**src/rhsv_pkg.sv**
```systemverilog
// ----------------------------------------------------------------------------
// rhsv_pkg
// shared types and constants of the rgb to hsv pixel pipeline
// ----------------------------------------------------------------------------
package rhsv_pkg;

    localparam int CHAN_W = 8;
    localparam int REM_W  = 16;
    localparam int NUM_W  = 12;
    localparam int DIV_STEPS = 8;

    localparam logic [CHAN_W-1:0] HUE_SCALE = 8'd30;
    localparam logic [CHAN_W-1:0] FULL_TURN = 8'd6;

    localparam logic [1:0] SEC_RED   = 2'd0;
    localparam logic [1:0] SEC_GREEN = 2'd1;
    localparam logic [1:0] SEC_BLUE  = 2'd2;

    typedef struct packed {
        logic [REM_W-1:0]  hue_rem;
        logic [CHAN_W-1:0] hue_div;
        logic [REM_W-1:0]  sat_rem;
        logic [CHAN_W-1:0] sat_div;
        logic [CHAN_W-1:0] hue_q;
        logic [CHAN_W-1:0] sat_q;
        logic [CHAN_W-1:0] bright;
        logic              last;
    } t_stage;

endpackage

```
**src/rhsv_div_stage.sv**
```systemverilog
// ----------------------------------------------------------------------------
// rhsv_div_stage
// one registered restoring-division step for hue and saturation
// ----------------------------------------------------------------------------
module rhsv_div_stage
    import rhsv_pkg::*;
(
    input  logic   i_clk,
    input  logic   i_rst_n,
    input  logic   i_in_valid,
    output logic   o_in_ready,
    input  t_stage i_in_data,
    output logic   o_out_valid,
    input  logic   i_out_ready,
    output t_stage o_out_data
);

    logic         r_valid;
    t_stage       r_data;
    t_stage       n_data;
    logic [8:0]   hue_sub;
    logic [8:0]   sat_sub;
    logic         hue_bit;
    logic         sat_bit;

    assign o_in_ready  = !r_valid || i_out_ready;
    assign o_out_valid = r_valid;
    assign o_out_data  = r_data;

    always_comb begin
        hue_sub = i_in_data.hue_rem[REM_W-1:REM_W-9] - {1'b0, i_in_data.hue_div};
        sat_sub = i_in_data.sat_rem[REM_W-1:REM_W-9] - {1'b0, i_in_data.sat_div};
        hue_bit = i_in_data.hue_rem[REM_W-1:REM_W-9] >= {1'b0, i_in_data.hue_div};
        sat_bit = i_in_data.sat_rem[REM_W-1:REM_W-9] >= {1'b0, i_in_data.sat_div};
        n_data  = i_in_data;
        if (hue_bit) begin
            n_data.hue_rem = {hue_sub[7:0], i_in_data.hue_rem[6:0], 1'b0};
        end else begin
            n_data.hue_rem = {i_in_data.hue_rem[REM_W-2:0], 1'b0};
        end
        if (sat_bit) begin
            n_data.sat_rem = {sat_sub[7:0], i_in_data.sat_rem[6:0], 1'b0};
        end else begin
            n_data.sat_rem = {i_in_data.sat_rem[REM_W-2:0], 1'b0};
        end
        n_data.hue_q = {i_in_data.hue_q[CHAN_W-2:0], hue_bit};
        n_data.sat_q = {i_in_data.sat_q[CHAN_W-2:0], sat_bit};
    end

    always_ff @(posedge i_clk) begin
        if (!i_rst_n) begin
            r_valid <= 1'b0;
        end else if (o_in_ready) begin
            r_valid <= i_in_valid;
        end
    end

    always_ff @(posedge i_clk) begin
        if (o_in_ready && i_in_valid) begin
            r_data <= n_data;
        end
    end

endmodule

```
**src/rgb_to_hsv_pixel.sv**
```systemverilog
// ----------------------------------------------------------------------------
// rgb_to_hsv_pixel
// pipelined 8-bit rgb to hsv converter, hue in units of two degrees
// ----------------------------------------------------------------------------
// usage:
//   input stream carries one rgb pixel per item on i_s_tdata, with tlast
//   marking the final pixel of an image; output stream carries hue,
//   saturation and brightness on o_m_tdata with the tlast copied across.
//   one item per cycle while i_m_tready is high; pixels are independent.
//   the pipeline has one stage for max, min and sector, one for the
//   hue numerator and the scaled products, then eight division stages,
//   one quotient bit each, shared by the hue and saturation dividers.
//   the last division stage is the output register.
//   each stage holds its item while the next one is full and stalled, so
//   a stall on i_m_tready fills the empty stages first and then drops
//   o_s_tready; nothing is lost or repeated.
//   synchronous active-low reset empties every stage; no item is pending
//   after reset.
// ----------------------------------------------------------------------------
module rgb_to_hsv_pixel
    import rhsv_pkg::*;
(
    input  logic        i_clk,
    input  logic        i_rst_n,
    input  logic        i_s_tvalid,
    output logic        o_s_tready,
    input  logic [23:0] i_s_tdata,   // red, green, blue
    input  logic        i_s_tlast,   // last_pixel
    output logic        o_m_tvalid,
    input  logic        i_m_tready,
    output logic [23:0] o_m_tdata,   // hue, saturation, brightness
    output logic        o_m_tlast    // last_out
);

    logic [CHAN_W-1:0] in_r, in_g, in_b, in_mx, in_mn;
    logic [1:0]        in_sec;

    logic              r_a_valid;
    logic [CHAN_W-1:0] r_a_r, r_a_g, r_a_b, r_a_mx, r_a_delta;
    logic [1:0]        r_a_sec;
    logic              r_a_last;
    logic              a_ready;

    logic              r_b_valid;
    t_stage            r_b_data;
    t_stage            n_b_data;
    logic              b_ready;
    logic [NUM_W-1:0]  num;
    logic [REM_W-1:0]  num_w;
    logic [REM_W-1:0]  delta_w;

    logic              st_valid [DIV_STEPS+1];
    logic              st_ready [DIV_STEPS+1];
    t_stage            st_data  [DIV_STEPS+1];

    // max, min and sector, blue over green over red
    always_comb begin
        in_r   = i_s_tdata[7:0];
        in_g   = i_s_tdata[15:8];
        in_b   = i_s_tdata[23:16];
        in_mx  = (in_r > in_g) ? in_r : in_g;
        in_mx  = (in_mx > in_b) ? in_mx : in_b;
        in_mn  = (in_r < in_g) ? in_r : in_g;
        in_mn  = (in_mn < in_b) ? in_mn : in_b;
        if (in_mx == in_b) begin
            in_sec = SEC_BLUE;
        end else if (in_mx == in_g) begin
            in_sec = SEC_GREEN;
        end else begin
            in_sec = SEC_RED;
        end
    end

    assign a_ready    = !r_a_valid || b_ready;
    assign o_s_tready = a_ready;

    always_ff @(posedge i_clk) begin
        if (!i_rst_n) begin
            r_a_valid <= 1'b0;
        end else if (a_ready) begin
            r_a_valid <= i_s_tvalid;
        end
    end

    always_ff @(posedge i_clk) begin
        if (a_ready && i_s_tvalid) begin
            r_a_r     <= in_r;
            r_a_g     <= in_g;
            r_a_b     <= in_b;
            r_a_mx    <= in_mx;
            r_a_delta <= in_mx - in_mn;
            r_a_sec   <= in_sec;
            r_a_last  <= i_s_tlast;
        end
    end

    // hue numerator and the two scaled dividends
    always_comb begin
        case (r_a_sec)
            SEC_BLUE: begin
                num = {2'd0, r_a_delta, 2'b00} + {4'd0, r_a_r} - {4'd0, r_a_g};
            end
            SEC_GREEN: begin
                num = {3'd0, r_a_delta, 1'b0} + {4'd0, r_a_b} - {4'd0, r_a_r};
            end
            default: begin
                if (r_a_g < r_a_b) begin
                    num = {4'd0, r_a_delta} * {4'd0, FULL_TURN}
                        - ({4'd0, r_a_b} - {4'd0, r_a_g});
                end else begin
                    num = {4'd0, r_a_g} - {4'd0, r_a_b};
                end
            end
        endcase
        num_w   = {{(REM_W-NUM_W){1'b0}}, num};
        delta_w = {8'd0, r_a_delta};
        n_b_data.hue_rem = num_w * {8'd0, HUE_SCALE};
        n_b_data.hue_div = (r_a_delta == '0) ? 8'd1 : r_a_delta;
        n_b_data.sat_rem = {r_a_delta, 8'd0} - delta_w;
        n_b_data.sat_div = (r_a_mx == '0) ? 8'd1 : r_a_mx;
        n_b_data.hue_q   = '0;
        n_b_data.sat_q   = '0;
        n_b_data.bright  = r_a_mx;
        n_b_data.last    = r_a_last;
    end

    assign b_ready = !r_b_valid || st_ready[0];

    always_ff @(posedge i_clk) begin
        if (!i_rst_n) begin
            r_b_valid <= 1'b0;
        end else if (b_ready) begin
            r_b_valid <= r_a_valid;
        end
    end

    always_ff @(posedge i_clk) begin
        if (b_ready && r_a_valid) begin
            r_b_data <= n_b_data;
        end
    end

    assign st_valid[0] = r_b_valid;
    assign st_data[0]  = r_b_data;

    for (genvar k = 0; k < DIV_STEPS; k++) begin : g_div
        rhsv_div_stage u_stage (
            .i_clk       (i_clk),
            .i_rst_n     (i_rst_n),
            .i_in_valid  (st_valid[k]),
            .o_in_ready  (st_ready[k]),
            .i_in_data   (st_data[k]),
            .o_out_valid (st_valid[k+1]),
            .i_out_ready (st_ready[k+1]),
            .o_out_data  (st_data[k+1])
        );
    end

    assign st_ready[DIV_STEPS] = i_m_tready;

    assign o_m_tvalid = st_valid[DIV_STEPS];
    assign o_m_tdata  = {st_data[DIV_STEPS].bright,
                         st_data[DIV_STEPS].sat_q,
                         st_data[DIV_STEPS].hue_q};
    assign o_m_tlast  = st_data[DIV_STEPS].last;

endmodule

```
**config.mk**
```make
export PLATFORM = sky130hd
export DESIGN_NAME = rgb_to_hsv_pixel
export DESIGN_NICKNAME = d
export VERILOG_FILES = /design/src/rhsv_pkg.sv /design/src/rhsv_div_stage.sv /design/src/rgb_to_hsv_pixel.sv
export SDC_FILE = /design/constraint.sdc
export NUM_CORES = 1
export LEC_CHECK = 0
export ABC_AREA = 1
export BUFFER_PORTS_ARGS = -buffer_cell sky130_fd_sc_hd__clkbuf_2
export CELL_PAD_IN_SITES_DETAIL_PLACEMENT = 0
export CELL_PAD_IN_SITES_GLOBAL_PLACEMENT = 1
export CORE_MARGIN = 10
export CORE_UTILIZATION = 25
export DETAILED_ROUTE_END_ITERATION = 10
export PLACE_DENSITY = 0.55
export SLEW_MARGIN = 20
export SYNTH_ARGS = -nofsm -noshare
export SYNTH_HDL_FRONTEND = slang
export SYNTH_SLANG_ARGS = --single-unit
```
**constraint.sdc**
```tcl
create_clock -name i_clk -period 6.66 [get_ports i_clk]
set_clock_uncertainty 0.1 [all_clocks]
set_input_delay 1.332 -clock i_clk [delete_from_list [all_inputs] [get_ports i_clk]]
set_output_delay 1.332 -clock i_clk [all_outputs]
set_load 0.005 [all_outputs]
```
==> metrics.cfg, run 1 <==
[outcome]
status=finished, final reports clean

[route]
first_pass_iters=5
vias_per_cell=4.04
drt.antenna.violating_nets=0
drcViolationCount=0
vias=16955
postRouteWirelength_microns=55700
wl_per_cell_microns=13.3
drt-initial-drc-count=782

[placement]
port_buffers=55
dp_hpwl_microns=43200
dpl-instance-area_sq_um=30300
place_congestion=0.826

[sta]
final.setup.tns_ns=0
finalCriticalPeriod_ns=6.03
drv_slew=0
rsz0062_at_grt=false
period_share_pct=90.6
max_freq_mhz=166
tightest_slew_ns=0.985
slew_headroom_pct=34.2
finalHoldViolations=0
setup_viol=0

[synth]
ys_seq_area_share_pct=55.6
synth_cells=2559
yosys_register_bits=526
synth-simple-area-share_pct=11.1
synth_compound_area_share_pct=8.21
yosys-mux-area-fraction_pct=0.0355
syn-num-nets=2881
synth_ff_type=edfxtp_1
synth_cell_type_count=59
synth_top_family_by_area=adder cells
synth_xor_area_share_pct=3.91
netlist_area_sq_um=28200
avgSynthCellArea_sq_um=11.0
synth_adder_area_share_pct=14.3
synth_edf_count=516
yosysWarnings=0
async_reset_ff_share_pct=0

[cts]
clock_path_buffers=3
h-tree-depth=2
cts_made_buffers=59
cts-root-buf=clkbuf_16
clk_latency_ns=0.64
cts_sinks=526
cts_setup_buffers=0
post_cts_resized=0
cts_tree=built
cts_hold_buf=0
clkTransAtPathRegs_ns=0.06

[finish]
synthToLayoutAreaGrowth_pct=14.4
diodes=0
fin_nets=2976
post-route-cell-area_sq_um=32300
area.sequential_sq_um=15700
multi_input_area_sq_um=10600
mostFrequentLayoutCell=edfxtp_1
final_cell_mix=516 x edfxtp_1, 441 x inv_1, 340 x nand2_1
nFillCells=11741
drive_above_1_share_pct=9.22

[critical_path]
slowest_stage=fa_1
path_buf_inv=4
critical_path_required_ns=6.92
worstSetupPathType=reg2reg
start_kind=flip-flop
crit_arrival_ns=6.29
slowest_delay_ns=0.50
crit_fanout=8
end_kind=flip-flop
cpLargestDelayFamily=adder cells

[global_route]
antenna_found_initial=0
grt_pass1_vias=17266
track_usage_pct=8.82
grt_max_degree=57
grt_overflow=0
grt_pass1_wl_microns=91300

[floorplanning]
dieWidth_microns=356
die_h_microns=356
core-area_sq_um=112000
io_pins=56
initial_utilization_pct=25.1
fp-row-count=123
die_area_sq_um=127000

[power_and_ir_drop]
p_per_area_nw_per_um2=452
p_leak_nw=13.3
ir_drop_v=0.000648

[worst_hold_path]
hold_path_class=reg2reg

[run]
drv_cap=0

[kinds of logic after synthesis]
family                   Yosys count
AO/OA/AOI/OAI                    413
XOR/XNOR                         126
adder cells (fa/ha/maj)          293
buffers and inverters            489
flip-flops                       526
multiplexers                       1
AND/OR/NAND/NOR                  711
[final cells by class]
class,instances,area share [%]
Clock buffer,69,4.69
Clock inverter,39,1.54
Inverter,454,5.28
Multi-Input combinational cell,1544,32.9
Sequential cell,526,48.6
Tap cell,1500,5.81
Timing Repair Buffer,69,1.18
[per-stage QoR]
step	hold slack [ns]	worst slack [ns]	total power, mW	instances	utilization [%]
after detailed placement	0.305	0.552	11.4	4093	27.0
after floorplan	0.300	1.38	9.86	2559	-
final	0.286	0.625	14.6	4201	28.7
after global routing	0.283	0.124	16.1	4201	28.7
after CTS	0.273	0.595	14.8	4201	28.7
after global placement	0.301	0.601	11.5	4093	27.0
[sequential cells by signal, summed over array words and instances (netlist names)]
register	flops
g_div.u_stage.o_out_data	417
g_div.u_stage.o_out_valid	8
r_a_b	8
r_a_delta	8
r_a_g	8
r_a_last	1
r_a_mx	8
r_a_r	8
r_a_sec	2
r_a_valid	1
r_b_data	56
r_b_valid	1
[worst reg2reg max path: cells and delay by family, from the launching register on]
kind,cells,cell delay (ns)
AO/OA/AOI/OAI,9,1.79
XOR/XNOR,4,0.61
flip-flops,1,0.39
adder cells (fa/ha/maj),5,1.91
AND/OR/NAND/NOR,9,0.76
buffers and inverters,4,0.21
[cells in the mapped netlist (all sizes together) (6+ instances only)]
cell / number / area share, %
xor2: 85 / 2.6
o21ai: 132 / 2.4
nand2: 380 / 5.5
ha: 245 / 11
a21o: 15 / 0.40
nand4: 29 / 0.76
dfxtp: 10 / 0.71
nor3: 22 / 0.39
a211oi: 16 / 0.43
a21oi: 207 / 3.7
edfxtp: 516 / 55
buf: 26 / 0.77
nand3: 73 / 1.3
a31oi: 8 / 0.18
clkbuf: 9 / 0.12
xnor2: 41 / 1.3
nor2: 193 / 2.7
o21bai: 6 / 0.16
inv: 451 / 6.0
fa: 48 / 3.4
[final timing paths]
| path | end | slack [ns] | depth (start not counted) | from |
|---|---|---|---|---|
| hold / removal | g_div[3].u_stage.o_out_data[40] | 0.29 | 0 | g_div[2].u_stage.o_out_data[39] |
| setup reg to reg | r_b_data[72] | 0.63 | 31 | r_a_g[2] |
| hold reg to reg | g_div[3].u_stage.o_out_data[40] | 0.29 | 0 | g_div[2].u_stage.o_out_data[39] |
| setup / recovery | r_b_data[72] | 0.63 | 31 | r_a_g[2] |
[layer usage]
layer / track usage [%] / wire, microns / up-vias
met5: 0 / 0 / -
met1: 11.4 / 26400 / 7803
met4: 2.40 / 1230 / 0
met3: 1.56 / 1920 / 83
met2: 15.0 / 26100 / 184
li1: - / - / 8885
[report_power, final]
| part | switching [mW] | total [mW] | internal (mW) |
|---|---|---|---|
| clock network | 1.33 | 3.32 | 1.99 |
| logic | 4.23 | 6.94 | 2.71 |
| registers | 0.135 | 4.34 | 4.20 |
(Power assumes the default switching activity.)
==> run 2, diff against run 1 <==
CORE_UTILIZATION = 49   (was 25)
PLACE_DENSITY = 0.87   (was 0.55)
==> run 2 against run 1 <==
Clock power fell by 7.5%. Combinational power barely moved. Largest power group unchanged. Global-route usage rose by 6.8 points. Sequential cell count did not move. Highest routed layer unchanged. Wire length fell by 5.3%. Via count rose by 2.8%. Final area fell by 3.5%. Sequential share of layout area rose by 1.8 points. Critical path depth did not move. First-iteration DRC count rose by 7.2%. Core utilization rose by 26 points. Cell count fell by 18%.
==> metrics.cfg, run 2 (same netlist as run 1, synthesis figures left out) <==
[global_route]
grt_overflow=0  ; unchanged
grt_pass1_vias=17886  ; was 17266
grt_pass1_wl_microns=86500  ; was 91300 microns
antenna_found_initial=1  ; was 0
track_usage_pct=15.6  ; was 8.82%
grt_max_degree=57  ; unchanged

[cts]
cts_tree=built  ; unchanged
clk_latency_ns=0.60  ; was 0.64 ns
cts_made_buffers=53  ; was 59
h-tree-depth=2  ; unchanged
cts_sinks=526  ; unchanged
clock_path_buffers=3  ; unchanged
cts-root-buf=clkbuf_16  ; unchanged
cts_hold_buf=0  ; unchanged
cts_setup_buffers=0  ; unchanged
clkTransAtPathRegs_ns=0.06  ; about the same

[floorplanning]
io_pins=56  ; unchanged
core-area_sq_um=56700  ; was 112000 sq um
initial_utilization_pct=49.8  ; was 25.1%
die_h_microns=260  ; was 356 microns
die_area_sq_um=67600  ; was 127000 sq um
dieWidth_microns=260  ; was 356 microns
fp-row-count=87  ; was 123

[sta]
whs_ns=0.301  ; was 0.286 ns
fin_ws_ns=0.497  ; was 0.625 ns
period_share_pct=92.5  ; was 90.6%
finalCriticalPeriod_ns=6.16  ; was 6.03 ns
finalHoldViolations=0  ; unchanged
setup_viol=0  ; unchanged
slew_headroom_pct=49.0  ; was 34.2%
rsz0062_at_grt=true  ; was false
max_freq_mhz=162  ; was 166 MHz
drv_slew=0  ; unchanged
tightest_slew_ns=0.762  ; was 0.985 ns

[critical_path]
r2r_end=r_b_data[72]  ; unchanged
worstSetupPathType=reg2reg  ; unchanged
end_kind=flip-flop  ; unchanged
start_kind=flip-flop  ; unchanged
crit_end=r_b_data[72]  ; unchanged
reg2reg_depth=31  ; unchanged
crit_start=r_a_delta[2]  ; was r_a_g[2]
slowest_stage=fa_1  ; unchanged
r2r_start=r_a_delta[2]  ; was r_a_g[2]
crit_fanout=7  ; was 8
reg2reg_slack_ns=0.50  ; was 0.63 ns
crit_arrival_ns=6.40  ; was 6.29 ns
slowest_delay_ns=0.51  ; was 0.50 ns
critical_path_required_ns=6.89  ; was 6.92 ns

[finish]
final_cells=3444  ; was 4201
mostFrequentLayoutCell=edfxtp_1  ; unchanged
drive_above_1_share_pct=8.93  ; was 9.22%
synthToLayoutAreaGrowth_pct=10.4  ; was 14.4%
nFillCells=4604  ; was 11741
post-route-cell-area_sq_um=31200  ; was 32300 sq um
largest_reg_flops=417  ; unchanged
fin_nets=2967  ; was 2976
multi_input_area_sq_um=10600  ; about the same
fin_util_pct=55.0  ; was 28.7%
diodes=0  ; unchanged
area.sequential_sq_um=15700  ; unchanged
final_cell_mix=516 x edfxtp_1, 442 x inv_1, 340 x nand2_1  ; was 516 x edfxtp_1, 441 x inv_1, 340 x nand2_1

[route]
drcViolationCount=0  ; unchanged
vias=17436  ; was 16955
postRouteWirelength_microns=52700  ; was 55700 microns
first_pass_iters=8  ; was 5
drt-initial-drc-count=838  ; was 782
wl_per_cell_microns=15.3  ; was 13.3 microns
vias_per_cell=5.06  ; was 4.04
drt.antenna.violating_nets=0  ; unchanged

[power_and_ir_drop]
ir_drop_v=0.000513  ; was 0.000648 V
p_leak_nw=13.2  ; was 13.3 nW
p_per_area_nw_per_um2=461  ; was 452 nW/um^2

[placement]
port_buffers=55  ; unchanged
dpl-instance-area_sq_um=29300  ; was 30300 sq um
place_congestion=0.915  ; was 0.826
dp.cells=3346  ; was 4093
post-place-ws_ns=0.458  ; was 0.552 ns
dp_hpwl_microns=40400  ; was 43200 microns

[outcome]
status=finished, final reports clean  ; unchanged

[worst_hold_path]
min_from=g_div[1].u_stage.o_out_data[9]  ; was g_div[2].u_stage.o_out_data[39]
hold_path_class=reg2reg  ; unchanged
hold_depth=0  ; unchanged

[run]
drv_cap=0  ; unchanged

==> run 2: cell count changes in the layout (fill, tap and decap cells not counted), sizes merged <==
cell / delta
buf: -3
clkbuf: -10
clkinv: -2
clkinvlp: +4
inv: -2
==> run 2: what timing repair did <==
item / CTS / global route
setup endpoints to repair: 0 / 2
endpoints found under the hold margin: 0 / 0
gates resized for setup: 0 / 2
==> run 2: layout make-up <==
class / count / area share [%]
multi-input combinational: 1544 / 34.1
sequential: 526 / 50.4
tap: 756 / 3.03
inverter: 454 / 5.47
clock buffer: 59 / 4.33
timing repair buffer: 66 / 1.15
clock inverter: 39 / 1.55
==> run 2: through the flow <==
step | power (mW) | TNS (ns)
after floorplan | 9.86 | 0
after global placement | 11.1 | 0
after detailed placement | 11.3 | 0
after CTS | 14.4 | 0
after global routing | 15.6 | -0.0154
final | 14.4 | 0
==> run 2: worst min path at each step <==
stage | endpoint | slack, ns
5_1_grt | g_div[3].u_stage.o_out_data[40] | 0.32
4_1_cts | g_div[2].u_stage.o_out_data[10] | 0.30
2_1_floorplan | g_div[0].u_stage.o_out_data[0] | 0.30
3_3_place_gp | g_div[1].u_stage.o_out_data[63] | 0.30
3_5_place_dp | g_div[0].u_stage.o_out_data[8] | 0.30
6_report | g_div[2].u_stage.o_out_data[10] | 0.30
==> run 2: where the power goes <==
part	total, mW	switching [mW]	internal, mW
sequential	4.34	0.135	4.20
combinational	6.96	4.25	2.71
clock	3.07	1.25	1.82
==> run 2: routing by layer <==
metal / GRT usage (%) / part of all wire (%) / vias up
li1: - / - / 8854
met1: 17.1 / 40 / 8134
met2: 29.7 / 52 / 342
met3: 2.55 / 4.3 / 106
met4: 5.85 / 3.1 / 0
met5: 0 / 0 / -
==> run 2: worst max-delay path: cells and delay by family (launching register included) <==
family | cells | cell delay [ns]
simple gates | 11 | 1.07
fa+ha+maj | 5 | 1.83
buf+inv | 6 | 0.66
flops | 1 | 0.48
compound gates | 7 | 1.46
xor+xnor | 2 | 0.29
==> run 3, diff against run 2 <==
--- a/config.mk
+++ b/config.mk
@@ -7,3 +7,2 @@
 export LEC_CHECK = 0
-export ABC_AREA = 1
 export BUFFER_PORTS_ARGS = -buffer_cell sky130_fd_sc_hd__clkbuf_2
@@ -14,3 +13,3 @@
 export DETAILED_ROUTE_END_ITERATION = 10
-export PLACE_DENSITY = 0.87
+export PLACE_DENSITY = 0.86
 export SLEW_MARGIN = 20
==> constraint.sdc (replaced) <==
create_clock -name i_clk -period 7.4 [get_ports i_clk]
set_clock_uncertainty 0.1 [all_clocks]
set_input_delay 0.37 -clock i_clk [delete_from_list [all_inputs] [get_ports i_clk]]
set_output_delay 0.37 -clock i_clk [all_outputs]
set_load 0.005 [all_outputs]
==> run 3 against run 2 <==
Combinational power increased by 4.2%. Final area grew 1.0%. Highest routed layer unchanged. Worst hold slack got worse by 0.27 ns. Sequential cell count unchanged. Critical path depth shrank 4.
==> metrics.cfg, run 3 <==
[synth]
syn-num-nets=2546  ; was 2881
yosys.cell_count.top_type=edfxtp_1  ; unchanged
avgSynthCellArea_sq_um=12.6  ; was 11.0 sq um
yosys_register_bits=526  ; unchanged
synth_common_cells=516 x edfxtp_1, 340 x inv_1, 245 x ha_1, 153 x nor2_1, 117 x o21ai_0  ; was 516 x edfxtp_1, 446 x inv_1, 340 x nand2_1, 245 x ha_1, 203 x a21oi_1
synth_cells=2224  ; was 2559
ys_seq_area_share_pct=55.9  ; was 55.6%
async_reset_ff_share_pct=0  ; unchanged
netlist_area_sq_um=28100  ; was 28200 sq um
synth_cell_type_count=73  ; was 59
synth_area_leaders=edfxtp_1 55%, ha_1 11%, inv_1 4.5%  ; was edfxtp_1 55%, ha_1 11%, inv_1 5.9%
yosysWarnings=0  ; unchanged
synth_top_cell_area_share_pct=55.2  ; was 54.9%
synth_area_leader_cell=edfxtp_1  ; unchanged
synth_ff_type=edfxtp_1  ; unchanged
synth_edf_count=516  ; unchanged

[placement]
dp.cells=3023  ; was 3346
dp_hpwl_microns=37500  ; was 40400 microns
port_buffers=55  ; unchanged
place_congestion=0.874  ; was 0.915

[critical_path]
crit_arrival_ns=6.29  ; was 6.40 ns
crit_fanout=6  ; was 7
critical_path_required_ns=7.62  ; was 6.89 ns
start_kind=flip-flop  ; unchanged
worstSetupPathType=reg2reg  ; unchanged
end_kind=flip-flop  ; unchanged

[cts]
clock_path_buffers=3  ; unchanged
post_cts_resized=0  ; unchanged
cts_hold_buf=24  ; was 0
cts_made_buffers=52  ; was 53
cts_sinks=526  ; unchanged
cts-root-buf=clkbuf_16  ; unchanged
clkTransAtPathRegs_ns=0.06  ; about the same
cts_setup_buffers=0  ; unchanged
h-tree-depth=2  ; unchanged
clk_latency_ns=0.61  ; was 0.60 ns
cts_tree=built  ; unchanged

[finish]
fin_nets=2667  ; was 2967
mostFrequentLayoutCell=edfxtp_1  ; unchanged
largest_reg_flops=417  ; unchanged
diodes=0  ; unchanged
final_cell_mix=516 x edfxtp_1, 340 x inv_1, 245 x ha_1  ; was 516 x edfxtp_1, 442 x inv_1, 340 x nand2_1
fin_util_pct=55.6  ; was 55.0%
drive_above_1_share_pct=11.6  ; was 8.93%
multi_input_area_sq_um=11100  ; was 10600 sq um
synthToLayoutAreaGrowth_pct=12.1  ; was 10.4%
final_cells=3144  ; was 3444
nFillCells=4502  ; was 4604
area.sequential_sq_um=15700  ; unchanged

[global_route]
grt_pass1_vias=16936  ; was 17886
grt_max_degree=57  ; unchanged
grt_overflow=0  ; unchanged
antenna_found_initial=0  ; was 1
grt_pass1_wl_microns=83000  ; was 86500 microns
track_usage_pct=14.9  ; was 15.6%

[route]
postRouteWirelength_microns=49700  ; was 52700 microns
wl_per_cell_microns=15.8  ; was 15.3 microns
first_pass_iters=5  ; was 8
met2_length_microns=26000  ; was 27700 microns
drcViolationCount=0  ; unchanged
drt-initial-drc-count=613  ; was 838
topRoutingLayerUsed=met4  ; unchanged
vias_per_cell=5.20  ; was 5.06
drt.antenna.violating_nets=0  ; unchanged
vias=16334  ; was 17436
dr_wl_met3_microns=1850  ; was 2260 microns
m1WireLength_microns=20600  ; was 21200 microns

[floorplanning]
die_area_sq_um=67300  ; was 67600 sq um
die_h_microns=259  ; was 260 microns
initial_utilization_pct=49.6  ; was 49.8%
dieWidth_microns=259  ; was 260 microns
io_pins=56  ; unchanged
core-area_sq_um=56600  ; was 56700 sq um
fp-row-count=87  ; unchanged

[outcome]
status=finished, final reports clean  ; unchanged

[sta]
setup_viol=0  ; unchanged
period_share_pct=82.0  ; was 92.5%
max_freq_mhz=165  ; was 162 MHz
finalCriticalPeriod_ns=6.07  ; was 6.16 ns
tightest_slew_ns=0.721  ; was 0.762 ns
rsz0062_at_grt=false  ; was true
final.setup.tns_ns=0  ; unchanged
finalHoldViolations=0  ; unchanged
drv_slew=0  ; unchanged
slew_headroom_pct=51.9  ; was 49.0%
whs_ns=0.0318  ; was 0.301 ns

[power_and_ir_drop]
p_leak_nw=12.8  ; was 13.2 nW
p_per_area_nw_per_um2=444  ; was 461 nW/um^2
ir_drop_v=0.000612  ; was 0.000513 V

[run]
drv_cap=0  ; unchanged

[worst_hold_path]
hold_path_class=in2reg  ; was reg2reg

==> run 3: path summary, 6_finish.rpt <==
path | startpoint | endpoint | slack, ns | depth (start not counted)
worst max-delay path | r_a_b[0] | r_b_data[71] | 1.33 | 27
worst min-delay path | i_s_tdata[6] | r_a_r[6] | 0.03 | 1
worst max register to register | r_a_b[0] | r_b_data[71] | 1.33 | 27
worst min register to register | g_div[1].u_stage.o_out_data[63] | g_div[2].u_stage.o_out_data[64] | 0.29 | 0
==> run 3: cells by family after synthesis <==
kind of cell	after synthesis	synth area share [%]
mux	123	4.73
simple gates	393	6.75
flops	526	55.9
buf+inv	364	4.91
fa+ha+maj	294	14.4
xor+xnor	123	3.86
compound gates	401	9.51
==> run 3: final cells by class <==
class / instances / share of cell area, %
flip-flops and latches: 526 / 49.8
multi-input cells: 1334 / 35.3
clock buffers: 58 / 4.20
inverters: 340 / 4.05
well taps: 756 / 3.00
repair buffers: 91 / 1.92
clock inverters: 39 / 1.69
==> run 3: critical path, stage by stage, from the launching register on <==
cell,delay (ns)
edfxtp_1,0.39
inv_1,0.10
ha_1,0.14
inv_1,0.05
fa_1,0.40
a21o_1,0.18
a21oi_1,0.21
o21bai_1,0.09
a21oi_1,0.22
xor2_1,0.20
ha_1,0.29
a21oi_1,0.19
o21ai_0,0.17
nand2_1,0.11
xnor2_1,0.13
o221ai_1,0.15
mux2_2,0.37
xnor2_1,0.18
ha_1,0.30
inv_1,0.05
fa_1,0.49
inv_1,0.04
ha_1,0.34
and2_1,0.18
o21ai_0,0.13
o21ai_0,0.14
o41ai_1,0.34
xnor2_1,0.13
==> run 3: metal layers <==
layer  vias up  GRT usage [%]
li1       8167              -
met2       243           28.0
met3        83           2.47
met1      7841           17.0
met5         -              0
met4         0           4.53
==> run 3: where the power goes <==
part           internal [mW]  switching (mW)
Sequential              3.85           0.117
Clock                   1.66            1.12
Combinational           3.32            3.92
Total                   8.83            5.16
==> run 3: through the flow <==
stage                     power [mW]  area, sq um  worst slack (ns)
final                           14.0        31500              1.33
after global routing            15.2        31500             0.886
after CTS                       14.1        31500              1.34
after detailed placement        11.3        29400              1.40
after global placement          11.1        29400              1.52
after floorplan                 9.89        28100              1.54
